--- config.mk ---
export PLATFORM = sky130hd
export DESIGN_NAME = alcr_ctrl
export DESIGN_NICKNAME = d
export VERILOG_FILES = /design/src/rtl/core/alcr_pkg.sv /design/src/rtl/core/alcr_ctrl.sv
export SDC_FILE = /design/constraint.sdc
export NUM_CORES = 1
export LEC_CHECK = 0
export BUFFER_PORTS_ARGS = -buffer_cell sky130_fd_sc_hd__clkbuf_2
export CORE_AREA = 5 5 42 44
export DETAILED_ROUTE_END_ITERATION = 6
export DIE_AREA = 0 0 47 49
export PLACE_DENSITY = 0.72
export SLEW_MARGIN = 15
export SYNTH_ARGS = -nofsm -noshare
export SYNTH_HDL_FRONTEND = slang
export SYNTH_SLANG_ARGS = --single-unit
--- constraint.sdc ---
create_clock -name clk -period 1.95 [get_ports clk]
set_clock_uncertainty 0.05 [all_clocks]
set_input_delay 0.0975 -clock clk [delete_from_list [all_inputs] [get_ports clk]]
set_output_delay 0.0975 -clock clk [all_outputs]
set_load 0.02 [all_outputs]
--- src/rtl/core/alcr_pkg.sv ---
`timescale 1ns / 1ps
// ----------------------------------------------------------------------------
// alcr_pkg: shared types and constants of the aging-life replacement directory
// Holds the request and result structs, operation and status codes, the
// register indexes and the controller state encoding.
// ----------------------------------------------------------------------------
package alcr_pkg;

  localparam int ENTRIES_DEF = 16;

  typedef enum logic [1:0] {
    OP_OPEN  = 2'd0,
    OP_PIN   = 2'd1,
    OP_UNPIN = 2'd2,
    OP_INVAL = 2'd3
  } op_t;

  localparam logic [2:0] ST_HIT     = 3'd0;
  localparam logic [2:0] ST_FILLED  = 3'd1;
  localparam logic [2:0] ST_NO_SLOT = 3'd2;
  localparam logic [2:0] ST_FAILED  = 3'd3;
  localparam logic [2:0] ST_DONE    = 3'd4;

  localparam logic [2:0] REG_ENTRY_COUNT = 3'd0;
  localparam logic [2:0] REG_LIFE_LIMIT  = 3'd1;
  localparam logic [2:0] REG_RET_SLOTS   = 3'd2;
  localparam logic [2:0] REG_RET_BYTES   = 3'd3;
  localparam logic [2:0] REG_RET_PIXELS  = 3'd4;
  localparam logic [2:0] REG_RET_OPEN    = 3'd5;

  localparam logic signed [31:0] LIFE_FLOOR = 32'sh8000_0000;

  typedef struct packed {
    logic [1:0]         opcode;
    logic [31:0]        source_key;
    logic [31:0]        pixel_color;
    logic signed [31:0] frame_number;
    logic               all_entries;
    logic [3:0]         slot_index;
    logic               open_ok;
    logic [15:0]        open_time;
    logic [10:0]        image_width;
    logic [10:0]        image_height;
  } req_t;

  typedef struct packed {
    logic [2:0]         status;
    logic [3:0]         slot;
    logic [15:0]        closed_mask;
    logic               now_retained;
    logic signed [31:0] slot_life;
  } res_t;

  typedef enum logic [3:0] {
    S_IDLE,
    S_AGE,
    S_MATCH,
    S_VIC1,
    S_VIC2,
    S_FILL,
    S_RB_SCAN,
    S_RB_ACT,
    S_PIN,
    S_INVAL,
    S_DONE
  } state_t;

  // Commands from controller to datapath.
  typedef struct packed {
    logic load;       // capture request, clear scan state
    logic scan_clr;   // end of a scan pass; not used by the datapath
    logic age;        // age slot at scan index
    logic match;      // compare slot at scan index
    logic vic1;       // first victim pass step
    logic vic2;       // second victim pass step
    logic fill;       // fill victim slot
    logic rb_scan;    // rebalance accumulate step
    logic rb_act;     // rebalance demotion
    logic pin;        // pin or unpin
    logic inval;      // invalidate slot at scan index
    logic emit;       // output result
  } cmd_t;

  typedef struct packed {
    logic scan_last;  // scan index is last active slot
    logic empty;      // no active slots
    logic hit;        // match found
    logic vic_found;  // first-pass victim found
    logic vic_empty;  // empty victim found, stop scanning
    logic vic_any;    // victim found and the open succeeded, so rebalance follows
    logic rb_ok;      // lane within budget
    logic rb_stop;    // demotion target not retained
  } sts_t;

endpackage

--- src/rtl/core/alcr_ctrl.sv ---
`timescale 1ns / 1ps
// ----------------------------------------------------------------------------
// alcr_ctrl: sequencing controller
// Walks each request through its slot scans and issues datapath commands.
// ----------------------------------------------------------------------------
module alcr_ctrl (
  input  logic            clk,
  input  logic            rst,
  input  logic            start,
  input  alcr_pkg::op_t   opcode,
  input  alcr_pkg::sts_t  sts,
  output logic            busy,
  output alcr_pkg::cmd_t  cmd
);
  import alcr_pkg::*;

  state_t state, state_next;

  always_ff @(posedge clk) begin
    if (rst) state <= S_IDLE;
    else state <= state_next;
  end

  always_comb begin
    state_next = state;
    case (state)
      S_IDLE: begin
        if (start) begin
          case (opcode)
            OP_OPEN:  state_next = S_AGE;
            OP_INVAL: state_next = S_INVAL;
            default:  state_next = S_PIN;
          endcase
        end
      end
      S_AGE: begin
        if (sts.empty) state_next = S_DONE;
        else if (sts.scan_last) state_next = S_MATCH;
      end
      S_MATCH: begin
        if (sts.hit) state_next = S_DONE;
        else if (sts.scan_last) state_next = S_VIC1;
      end
      S_VIC1: begin
        if (sts.vic_empty) state_next = S_FILL;
        else if (sts.scan_last) state_next = sts.vic_found ? S_FILL : S_VIC2;
      end
      S_VIC2: if (sts.scan_last) state_next = S_FILL;
      S_FILL: state_next = sts.vic_any ? S_RB_SCAN : S_DONE;
      S_RB_SCAN: if (sts.scan_last) state_next = S_RB_ACT;
      S_RB_ACT: begin
        if (sts.rb_ok || sts.rb_stop) state_next = S_DONE;
        else state_next = S_RB_SCAN;
      end
      S_PIN: state_next = S_DONE;
      S_INVAL: if (sts.scan_last || sts.empty) state_next = S_DONE;
      S_DONE: state_next = S_IDLE;
      default: state_next = S_IDLE;
    endcase
  end

  always_comb begin
    cmd = '0;
    busy = (state != S_IDLE);
    case (state)
      S_IDLE: cmd.load = start;
      S_AGE: begin
        cmd.age = 1'b1;
        cmd.scan_clr = sts.scan_last;
      end
      S_MATCH: begin
        cmd.match = 1'b1;
        cmd.scan_clr = sts.scan_last;
      end
      S_VIC1: begin
        cmd.vic1 = 1'b1;
        cmd.scan_clr = sts.scan_last;
      end
      S_VIC2: begin
        cmd.vic2 = 1'b1;
        cmd.scan_clr = sts.scan_last;
      end
      S_FILL: cmd.fill = 1'b1;
      S_RB_SCAN: cmd.rb_scan = 1'b1;
      S_RB_ACT: begin
        cmd.rb_act = 1'b1;
        cmd.scan_clr = 1'b1;
      end
      S_PIN: cmd.pin = 1'b1;
      S_INVAL: cmd.inval = 1'b1;
      S_DONE: cmd.emit = 1'b1;
      default: cmd = '0;
    endcase
  end

endmodule

[Yosys cells after proc, flatten, opt, wreduce, memory -nomap -nowiden]
Cells that the tools add are included.
Operators by class
  equality and inequality tests: 18
  mux-type cells: 27
  reductions and logical operators: 7
Operator list (number)
  4-bit two-way mux: 12
  4-bit case mux with 10 select lines: 1
  4-bit by 3-bit == test with 1-bit output, second input constant: 4
  4-bit == test, second input constant: 3
  1-bit two-way mux: 12
  3-bit != test, second input constant: 3
  4-bit by 2-bit == test with 1-bit output, second input constant: 2
  2-bit != test, second input constant: 4
  4-bit case mux with 2 select lines: 1
  7-bit AND reduction: 1
  4-bit by 1-bit == test with 1-bit output, second input constant: 1
  4-bit zero test: 1
  4-bit nonzero test: 1
  4-bit OR reduction: 1
  2-bit == test, second input constant: 1
  2-bit zero test: 1
  1-bit logical OR: 2
  1-bit case mux with 2 select lines: 1
Word-level totals
  flip-flop bits (word level): 4
  input bits: 13
  output and inout port bits: 13
  word-level logic and storage cells: 53

[Depth between registers and ports, before layout]
Gate-level depths: netlist of run 1.
  word-level depth: 4
  depth in mapped cells: 7

[Worst setup path before layout of run 1]
OpenSTA, ideal clock, no wires.
  path type: register to register
  start point: register state[2]
  end point: register state[0]
  data arrival time: 1.415 ns
  setup slack: 0.416 ns
  stages on the path, launching flop included: 7
  buffers on the path: 1
  clock period less this slack: 1.534 ns
  cell sequence: dfxtp_1 > buf_6 > nand2b_2 > nor2_1 > o21ai_0 > a31o_1 > a21oi_1
Between the ends
  cells in the longest elaborated chain, start to end: 3
  elaborated cells between the ends (all ways): 19
  those cells by class: eq/ne: 16; mux: 1; reduce/logical: 2
Ends and longest elaborated chain
  start, declared: RTL line alcr_ctrl.sv:17  | state_t state, state_next;
  start signal, assigned: RTL line alcr_ctrl.sv:21  | else state <= state_next;
  4-bit by 1-bit == test with 1-bit output (tied with other cells): RTL line alcr_ctrl.sv:26  | case (state)
  3-bit != test (no line) / 2-bit != test (equally long branches)
  7-bit AND reduction (no line)
Parallel ways exist; a longest one is shown, timed or not.
A chain may end at the register's enable or synchronous reset.

==> metrics.txt, run 1 <==
peak supply drop 937 uV; WHS Path Cells 2; unrepaired setup endpoints after global routing no; Max Cap Viol 0; Static Leak 0.000314 uW; Least-Margin Pin Slew 0.575 ns; total power 980 uW; Die H 49 um; Largest register FFs 4; Post-Layout Cell Count 117; clock sink total 4; cell count after synthesis 76; gpl congestion 0.798; Yosys warning count 0; effective utilization at floorplan 38.5%; Setup crit start kind flop; remaining global-route overflow 0; Crit Path Max Fanout 16; delay-heaviest family, CP flip-flops; DRC 0; Core Area 1400 sq um; Place WS 0.313 ns; Slowest-stage cell, CP dfxtp_1; Slew headroom 61.6%; FFs w/ async S/R, synth 0%; number of synthesized register bits 4; Total GRT Usage 13.9%; Req. time, crit path 1.80 ns; fin crit share 89.5%; Nets 117; Hold Crit Class primary input to flop; Layout area overhead 26.9%; first-pass GRT wire length 2390 um; DRT iter0 DRCs 10; Die X 47 um; Crit path top cell by count nor2_1; critical path type flop to output pin; die area 2300 sq um; status finished, final reports clean; Worst-path clk slew 0.04 ns; dpl hpwl 1160 um; fin crit period 1.74 ns; Pre-Repair DR Iteration Count 4; Biggest register state; placed cell count 114; final hold viol count 0; vias in the first global route 573; H-tree depth 1; DRT Wirelength 1450 um; clock tree root driver cell clkbuf_4; RR Startpoint state[0]$_SDFFE_PP0P_; area leader, netlist dfxtp_1; post-route setup slack 0.206 ns; average footprint of a synthesized cell 7.10 sq um; Syn Std Cell Area 539 sq um; IO Pins 26; Worst Reg-to-Reg Cells 5; EDFF count, synth 0; layout cells sized above 1 40.6%; FMAX 0.573 GHz; Crit. End Element output pin; Commonest cells post-synth nor2_1, nor3_1, nand2_1, a21oi_1; port buffer count 25; max-slew violations 0; CP peak stage delay 0.67 ns; commonest register cell after synthesis dfxtp_1; later-pin clock latency in the skew report 0.24 ns; most common cell in the synthesized netlist nor2_1; Buf/Inv on CP 1; drt wl/cell 12.4 um; sequential area share after synthesis 14.8%; row count 14; clock tree buffer depth 2; Worst EP arrival 1.60 ns; postcts setup bufs 0; Critical Path Source state[0]$_SDFFE_PP0P_; hold buffers post-CTS 0; Synth cell types 30; Area contributors post-synth dfxtp_1, nor3_1, nor2_1; n_diodes 0; Cell Chain, Critical Path nor2_1, nor3b_1, a21oi_1, nor2_1, clkbuf_2; pwr dens 1430 nW/um^2; Top Registers state x4; Crit path depth 5; Post-Syn Nets 90; vias per cell 5.27; CTS Buf Count 3; number of gates resized after cts 0; final setup fails 0; initial antenna violation count 0; Hold Path Origin rst; Vias 617; Synth top area share 14.8%; Final ANT Viol Nets 0; pin count of the biggest net entering global routing 17; Setup TNS Final 0 ns; TritonCTS clock tree yes
## final cells by class
type / count / area [sq um]
multi-input combinational: 61 / 392
tap: 16 / 20.0
sequential: 4 / 80.1
inverter: 4 / 15.0
timing repair buffer: 29 / 155
clock buffer: 3 / 22.5
fill: 162 / 717
## through the flow
stage / utilization [%] / cell area (sq um) / hold slack, ns
floorplan: - / 539 / 0.110
global placement: 47.2 / 662 / 0.268
detailed placement: 47.2 / 662 / 0.268
CTS: 48.8 / 684 / 0.0174
global route: 48.8 / 684 / 0.0372
finish: 48.8 / 684 / 0.0232
## worst register-to-register path, cell delays in order (launching register included)
cell      delay (ns)
dfxtp_1         0.67
nor3b_2         0.33
o21ai_4         0.11
o211ai_4        0.11
mux2i_1         0.21
nor2_1          0.05
## path summary, 6_finish.rpt
kind | end | slack, ns
max | cmd[10] | 0.21
min | state[2]$_SDFFE_PP0P_ | 0.02
max reg2reg | state[3]$_SDFFE_PP0P_ | 0.31
min reg2reg | state[2]$_SDFFE_PP0P_ | 0.69
## placed cells by master, fill, tap and decap left out, drive strengths merged, types with 2 or more instances in the layout
master	Yosys	layout
a21oi	8	8
buf	7	4
clkbuf	0	28
dfxtp	4	4
inv	4	4
nand2	8	8
nand2b	5	5
nor2	11	11
nor2b	2	2
nor3	9	9
nor3b	3	3
o21ai	4	4
## routing by layer
metal | up-vias | part of all wire (%) | track usage [%]
met4 | 0 | 2.4 | 8.29
li1 | 314 | - | -
met1 | 274 | 44 | 18.5
met2 | 24 | 46 | 20.1
met3 | 5 | 7.7 | 2.21
met5 | - | 0 | 0
## where the power goes
group / switching, uW / internal (uW)
Clock: 34.9 / 68.9
Sequential: 92.2 / 112
Combinational: 387 / 285
## kinds of logic after synthesis
kind of cell,share of synthesized area (%)
simple gates,40.6
compound gates,27.8
flops,14.8
fa+ha+maj,2.32
mux,1.86
buf+inv,12.5
Power figures use the tool's default switching activity.
==> run 2, diff against run 1 <==
--- a/config.mk
+++ b/config.mk
@@ -6,10 +6,10 @@
 export NUM_CORES = 1
 export LEC_CHECK = 0
 export BUFFER_PORTS_ARGS = -buffer_cell sky130_fd_sc_hd__clkbuf_2
-export CORE_AREA = 5 5 42 44
+export CORE_MARGIN = 5
+export CORE_UTILIZATION = 40
 export DETAILED_ROUTE_END_ITERATION = 6
-export DIE_AREA = 0 0 47 49
-export PLACE_DENSITY = 0.72
+export PLACE_DENSITY = 0.74
 export SLEW_MARGIN = 15
 export SYNTH_ARGS = -nofsm -noshare
 export SYNTH_HDL_FRONTEND = slang
==> constraint.sdc (replaced) <==
create_clock -name clk -period 1.6 [get_ports clk]
set_clock_uncertainty 0.05 [all_clocks]
set_input_delay 0.08 -clock clk [delete_from_list [all_inputs] [get_ports clk]]
set_output_delay 0.08 -clock clk [all_outputs]
set_load 0.02 [all_outputs]
==> metrics.txt, run 2 (synthesized netlist as in run 1, its figures left out) <==
status finished, final reports clean (unchanged); Crit Path Max Fanout 12 (was 16); DRC 0 (unchanged); Max Cap Viol 0 (unchanged); n_diodes 0 (unchanged); Post-Layout Cell Count 121 (was 117); Slowest-stage cell, CP dfxtp_2 (was dfxtp_1); Req. time, crit path 1.66 ns (was 1.80 ns); DRT Wirelength 1370 um (was 1450 um); vias in the first global route 541 (was 573); final setup fails 0 (unchanged); delay-heaviest family, CP simple AND/OR/NAND/NOR gates (was flip-flops); most frequent cells in the layout clkbuf_2, nor2_1, nor3_1, buf_4, nand2_1 (was clkbuf_2, nor2_1, nor3_1); vias per cell 5.13 (was 5.27); Vias 621 (was 617); Buf/Inv on CP 1 (unchanged); Least-Margin Pin Slew 0.445 ns (was 0.575 ns); Total GRT Usage 13.5% (was 13.9%); hold buffers post-CTS 0 (unchanged); Final ANT Viol Nets 0 (unchanged); critical path type flop to flop (was flop to output pin); first-pass GRT wire length 2170 um (was 2390 um); Biggest register state (unchanged); clock tree root driver cell clkbuf_4 (unchanged); pwr dens 1710 nW/um^2 (was 1430 nW/um^2); CP peak stage delay 0.39 ns (was 0.67 ns); dpl hpwl 1130 um (was 1160 um); TritonCTS clock tree yes (unchanged); Setup crit start kind flop (unchanged); clock sink total 4 (unchanged); Slew headroom 69.6% (was 61.6%); Core Area 1280 sq um (was 1400 sq um); drt wl/cell 11.3 um (was 12.4 um); Pre-Repair DR Iteration Count 4 (unchanged); Worst EP arrival 1.54 ns (was 1.60 ns); clock tree buffer depth 2 (unchanged); fin crit share 92.3%; FMAX 0.677 GHz; postcts setup bufs 0 (unchanged); placed cell count 118 (was 114); Layout area overhead 35.0% (was 26.9%); number of gates resized after cts 2 (was 0); Largest register FFs 4 (unchanged); Crit. End Element flop (was output pin); Static Leak 0.000340 uW (was 0.000314 uW); Setup TNS Final 0 ns (unchanged); pin count of the biggest net entering global routing 14 (was 17); layout cells sized above 1 47.2% (was 40.6%); Nets 122 (was 117); row count 13 (was 14); port buffer count 25 (unchanged); DRT iter0 DRCs 12 (was 10); Die X 46.7 um (was 47 um); unrepaired setup endpoints after global routing no (unchanged); IO Pins 26 (unchanged); max-slew violations 0 (unchanged); fin crit period 1.48 ns; effective utilization at floorplan 42.0% (was 38.5%); Top Registers state x4 (unchanged); final hold viol count 0 (unchanged); initial antenna violation count 0 (unchanged); CTS Buf Count 3 (unchanged); later-pin clock latency in the skew report 0.22 ns (was 0.24 ns); H-tree depth 1 (unchanged); remaining global-route overflow 0 (unchanged); Worst-path clk slew 0.04 ns (about the same); Die H 46.7 um (was 49 um); commonest non-fill, non-tap cell in the layout clkbuf_2 (unchanged); gpl congestion 0.782 (was 0.798); Cell Chain, Critical Path nor4_4, inv_2, o211ai_4, mux2i_1, nor2_1 (was nor2_1, nor3b_1, a21oi_1, nor2_1, clkbuf_2); peak supply drop 1020 uV (was 937 uV); die area 2180 sq um (was 2300 sq um); Hold Crit Class primary input to flop (unchanged)
run 2: changes by cell type in the layout (fill, tap and decap cells not counted), sizes merged:
| cell | delta |
|---|---|
| buf | +5 |
run 2: final timing paths:
kind / start / cells past startpoint / slack (ns) / end
max reg2reg: state[2]$_SDFFE_PP0P_ / 5 / 0.12 / state[3]$_SDFFE_PP0P_
max: state[2]$_SDFFE_PP0P_ / 5 / 0.12 / state[3]$_SDFFE_PP0P_
min reg2reg: state[2]$_SDFFE_PP0P_ / 2 / 0.54 / state[2]$_SDFFE_PP0P_
min: rst / 2 / 0.02 / state[2]$_SDFFE_PP0P_
run 2: routing by layer:
metal,share of wire [%],global-route usage (%)
met5,0,0
met4,0,3.31
met3,7.4,2.34
met2,48,23.9
met1,44,16.7
run 2: area by class of cell:
type | instances | area (sq um)
clock buffers | 3 | 22.5
fillers | 143 | 557
inverters | 4 | 15.0
multi-input cells | 61 | 392
flip-flops and latches | 4 | 87.6
well taps | 15 | 18.8
repair buffers | 34 | 193
run 2: per-stage QoR:
stage	setup WS (ns)	power, uW	instance area, sq um	util (%)	hold slack, ns
final	0.123	1250	728	56.7	0.0151
after floorplan	0.0658	896	539	-	0.0924
after global placement	0.0477	1100	698	54.3	0.245
after global routing	0.0268	1350	728	56.7	0.0144
after CTS	0.00516	1250	723	56.3	0.0164
after detailed placement	-0.0000951	1120	698	54.3	0.253
run 2: report_power, final:
group,switching (uW),internal [uW]
registers,108,150
clock network,33.7,83.4
logic,482,390
total,624,624
==> run 3, diff against run 2 <==
--- a/config.mk
+++ b/config.mk
@@ -6,10 +6,10 @@
 export NUM_CORES = 1
 export LEC_CHECK = 0
 export BUFFER_PORTS_ARGS = -buffer_cell sky130_fd_sc_hd__clkbuf_2
-export CORE_MARGIN = 5
-export CORE_UTILIZATION = 40
+export CORE_AREA = 5 5 42 44
 export DETAILED_ROUTE_END_ITERATION = 6
-export PLACE_DENSITY = 0.74
+export DIE_AREA = 0 0 47 49
+export PLACE_DENSITY = 0.72
 export SLEW_MARGIN = 15
 export SYNTH_ARGS = -nofsm -noshare
 export SYNTH_HDL_FRONTEND = slang
==> constraint.sdc (replaced) <==
create_clock -name clk -period 1.8 [get_ports clk]
set_clock_uncertainty 0.05 [all_clocks]
set_input_delay 0.09 -clock clk [delete_from_list [all_inputs] [get_ports clk]]
set_output_delay 0.09 -clock clk [all_outputs]
set_load 0.02 [all_outputs]
==> metrics.txt, run 3 (synthesized netlist as in run 1, its figures left out) <==
FF/Latch Area 82.6 sq um (was 87.6 sq um); Core Area 1400 sq um (was 1280 sq um); Hold Crit Endpoint state[0]$_SDFFE_PP0P_ (was state[2]$_SDFFE_PP0P_); Sw Ratio 51.5% (was 50.0%); DRC 0 (unchanged); TritonCTS clock tree yes (unchanged); area occupied by multi-input gates 392 sq um (unchanged); Hold Path Origin sts[7] (was rst); commonest non-fill, non-tap cell in the layout clkbuf_2 (unchanged); max-slew violations 0 (unchanged); Buf/Inv on CP 2 (was 1); postcts setup bufs 0 (unchanged); FMAX 0.647 GHz; met3 wire length 149 um (was 101 um); vias in the first global route 502 (was 541); n_diodes 0 (unchanged); sequential share of power 21.1% (was 20.7%); Reg2Reg Setup Slack 0.27 ns (was 0.12 ns); WL met1 559 um (was 608 um); unrepaired setup endpoints after global routing no (unchanged); Hold Crit Class primary input to flop (unchanged); Top Registers state x4 (unchanged); Biggest register state (unchanged); gpl congestion 0.815 (was 0.782); Int Pwr 526 uW (was 624 uW); tightest hold margin 0.183 ns (was 0.0151 ns); Clock power frac 10.3% (was 9.4%); IO Pins 26 (unchanged); total power 1090 uW (was 1250 uW); Vias 640 (was 621); status finished, final reports clean (unchanged); clock tree buffer depth 2 (unchanged); pwr dens 1520 nW/um^2 (was 1710 nW/um^2); DRT Wirelength 1390 um (was 1370 um); Static Leak 0.000329 uW (was 0.000340 uW); RR Startpoint state[2]$_SDFFE_PP0P_ (unchanged); final hold viol count 0 (unchanged); clock sink total 4 (unchanged); Nets 120 (was 122); Slew headroom 71.0% (was 69.6%); Req. time, crit path 1.66 ns (about the same); Layout area overhead 32.0% (was 35.0%); WHS Path Cells 4 (was 2); fin crit period 1.54 ns; final setup fails 0 (unchanged); initial antenna violation count 0 (unchanged); Least-Margin Pin Slew 0.434 ns (was 0.445 ns); CTS Buf Count 3 (unchanged); highest metal used met4 (was met3); pin count of the biggest net entering global routing 17 (was 14); Cell Chain, Critical Path buf_4, nor3b_1, a21oi_1, nor2_1, clkbuf_2 (was nor4_4, inv_2, o211ai_4, mux2i_1, nor2_1); met2 WL 643 um (was 661 um); most frequent cells in the layout clkbuf_2, nor2_1, nor3_1 (was clkbuf_2, nor2_1, nor3_1, buf_4, nand2_1); delay-heaviest family, CP flip-flops (was simple AND/OR/NAND/NOR gates); Place WS 0.173 ns (was -0.0000951 ns); Max Cap Viol 0 (unchanged); fin crit share 85.8%; Largest register FFs 4 (unchanged); die area 2300 sq um (was 2180 sq um); Setup crit start kind flop (unchanged); dpl hpwl 1170 um (was 1130 um); layout cells sized above 1 43.3% (was 47.2%); Logic pwr share 68.7% (was 69.9%); Crit. End Element output pin (was flop); later-pin clock latency in the skew report 0.24 ns (was 0.22 ns); Die X 47 um (was 46.7 um); remaining global-route overflow 0 (unchanged); Worst Reg-to-Reg Cells 5 (unchanged); CP peak stage delay 0.58 ns (was 0.39 ns); vias per cell 5.33 (was 5.13); post-route setup slack 0.255 ns (was 0.123 ns); clock tree root driver cell clkbuf_4 (unchanged); H-tree depth 1 (unchanged); Final ANT Viol Nets 0 (unchanged); effective utilization at floorplan 38.5% (was 42.0%); Worst EP arrival 1.40 ns (was 1.54 ns); Total GRT Usage 12.5% (was 13.5%); sw power 559 uW (was 624 uW); DRT iter0 DRCs 13 (was 12); critical path type flop to output pin (was flop to flop); Setup TNS Final 0 ns (unchanged); Die H 49 um (was 46.7 um); Layout fillers 151 (was 143); Crit Path Max Fanout 11 (was 12); peak supply drop 706 uV (was 1020 uV); row count 14 (was 13); Slowest-stage cell, CP dfxtp_1 (was dfxtp_2); Pre-Repair DR Iteration Count 4 (unchanged); first-pass GRT wire length 2090 um (was 2170 um); port buffer count 25 (unchanged); FF-to-FF End state[3]$_SDFFE_PP0P_ (unchanged); drt wl/cell 11.6 um (was 11.3 um); Worst-path clk slew 0.04 ns (about the same)
## run 3: power groups by stage
| stage | clock network (uW) | logic, uW | registers [uW] |
|---|---|---|---|
| floorplan | 0 | 651 | 146 |
| global placement | 0 | 738 | 219 |
| detailed placement | 0 | 745 | 222 |
| CTS | 118 | 749 | 221 |
| global route | 122 | 815 | 242 |
| finish | 111 | 745 | 228 |
## run 3: worst max-delay path by stage
stage | startpoint | end | slack [ns] | cells past startpoint
floorplan | state[2]$_SDFFE_PP0P_ | state[0]$_SDFFE_PP0P_ | 0.27 | 6
global placement | state[0]$_SDFFE_PP0P_ | state[3]$_SDFFE_PP0P_ | 0.23 | 5
detailed placement | state[0]$_SDFFE_PP0P_ | state[3]$_SDFFE_PP0P_ | 0.17 | 5
CTS | state[0]$_SDFFE_PP0P_ | cmd[10] | 0.09 | 5
global route | state[2]$_SDFFE_PP0P_ | cmd[10] | 0.12 | 5
finish | state[2]$_SDFFE_PP0P_ | cmd[10] | 0.26 | 5
## run 3: metal layers
metal | global-route usage [%] | up-vias
met1 | 16.7 | 287
met2 | 17.2 | 28
met5 | 0 | -
met3 | 1.48 | 5
li1 | - | 320
met4 | 9.68 | 0
## run 3: metrics by stage
step	util, %	instances	area, sq um
3_5_place_dp	48.3	116	677
5_1_grt	50.8	120	712
6_report	50.8	120	712
4_1_cts	50.6	120	709
3_3_place_gp	48.3	116	677
2_1_floorplan	-	76	539
## run 3: cell type report
type / count / share of cell area [%]
Clock buffer: 3 / 3.16
Inverter: 4 / 2.11
Multi-Input combinational cell: 61 / 55.0
Sequential cell: 4 / 11.6
Tap cell: 16 / 2.81
Timing Repair Buffer: 32 / 25.3
## run 3: repair_timing
item	in CTS	in global routing
hold buffers	1	0
setup endpoints to repair	0	2
hold endpoints to repair	1	0
resized for setup	0	2
## run 3: tightest hold or removal path, delay by kind of cell
kind                   cells  cell delay (ns)
AO/OA/AOI/OAI              2             0.15
buffers and inverters      1             0.12
AND/OR/NAND/NOR            1             0.06
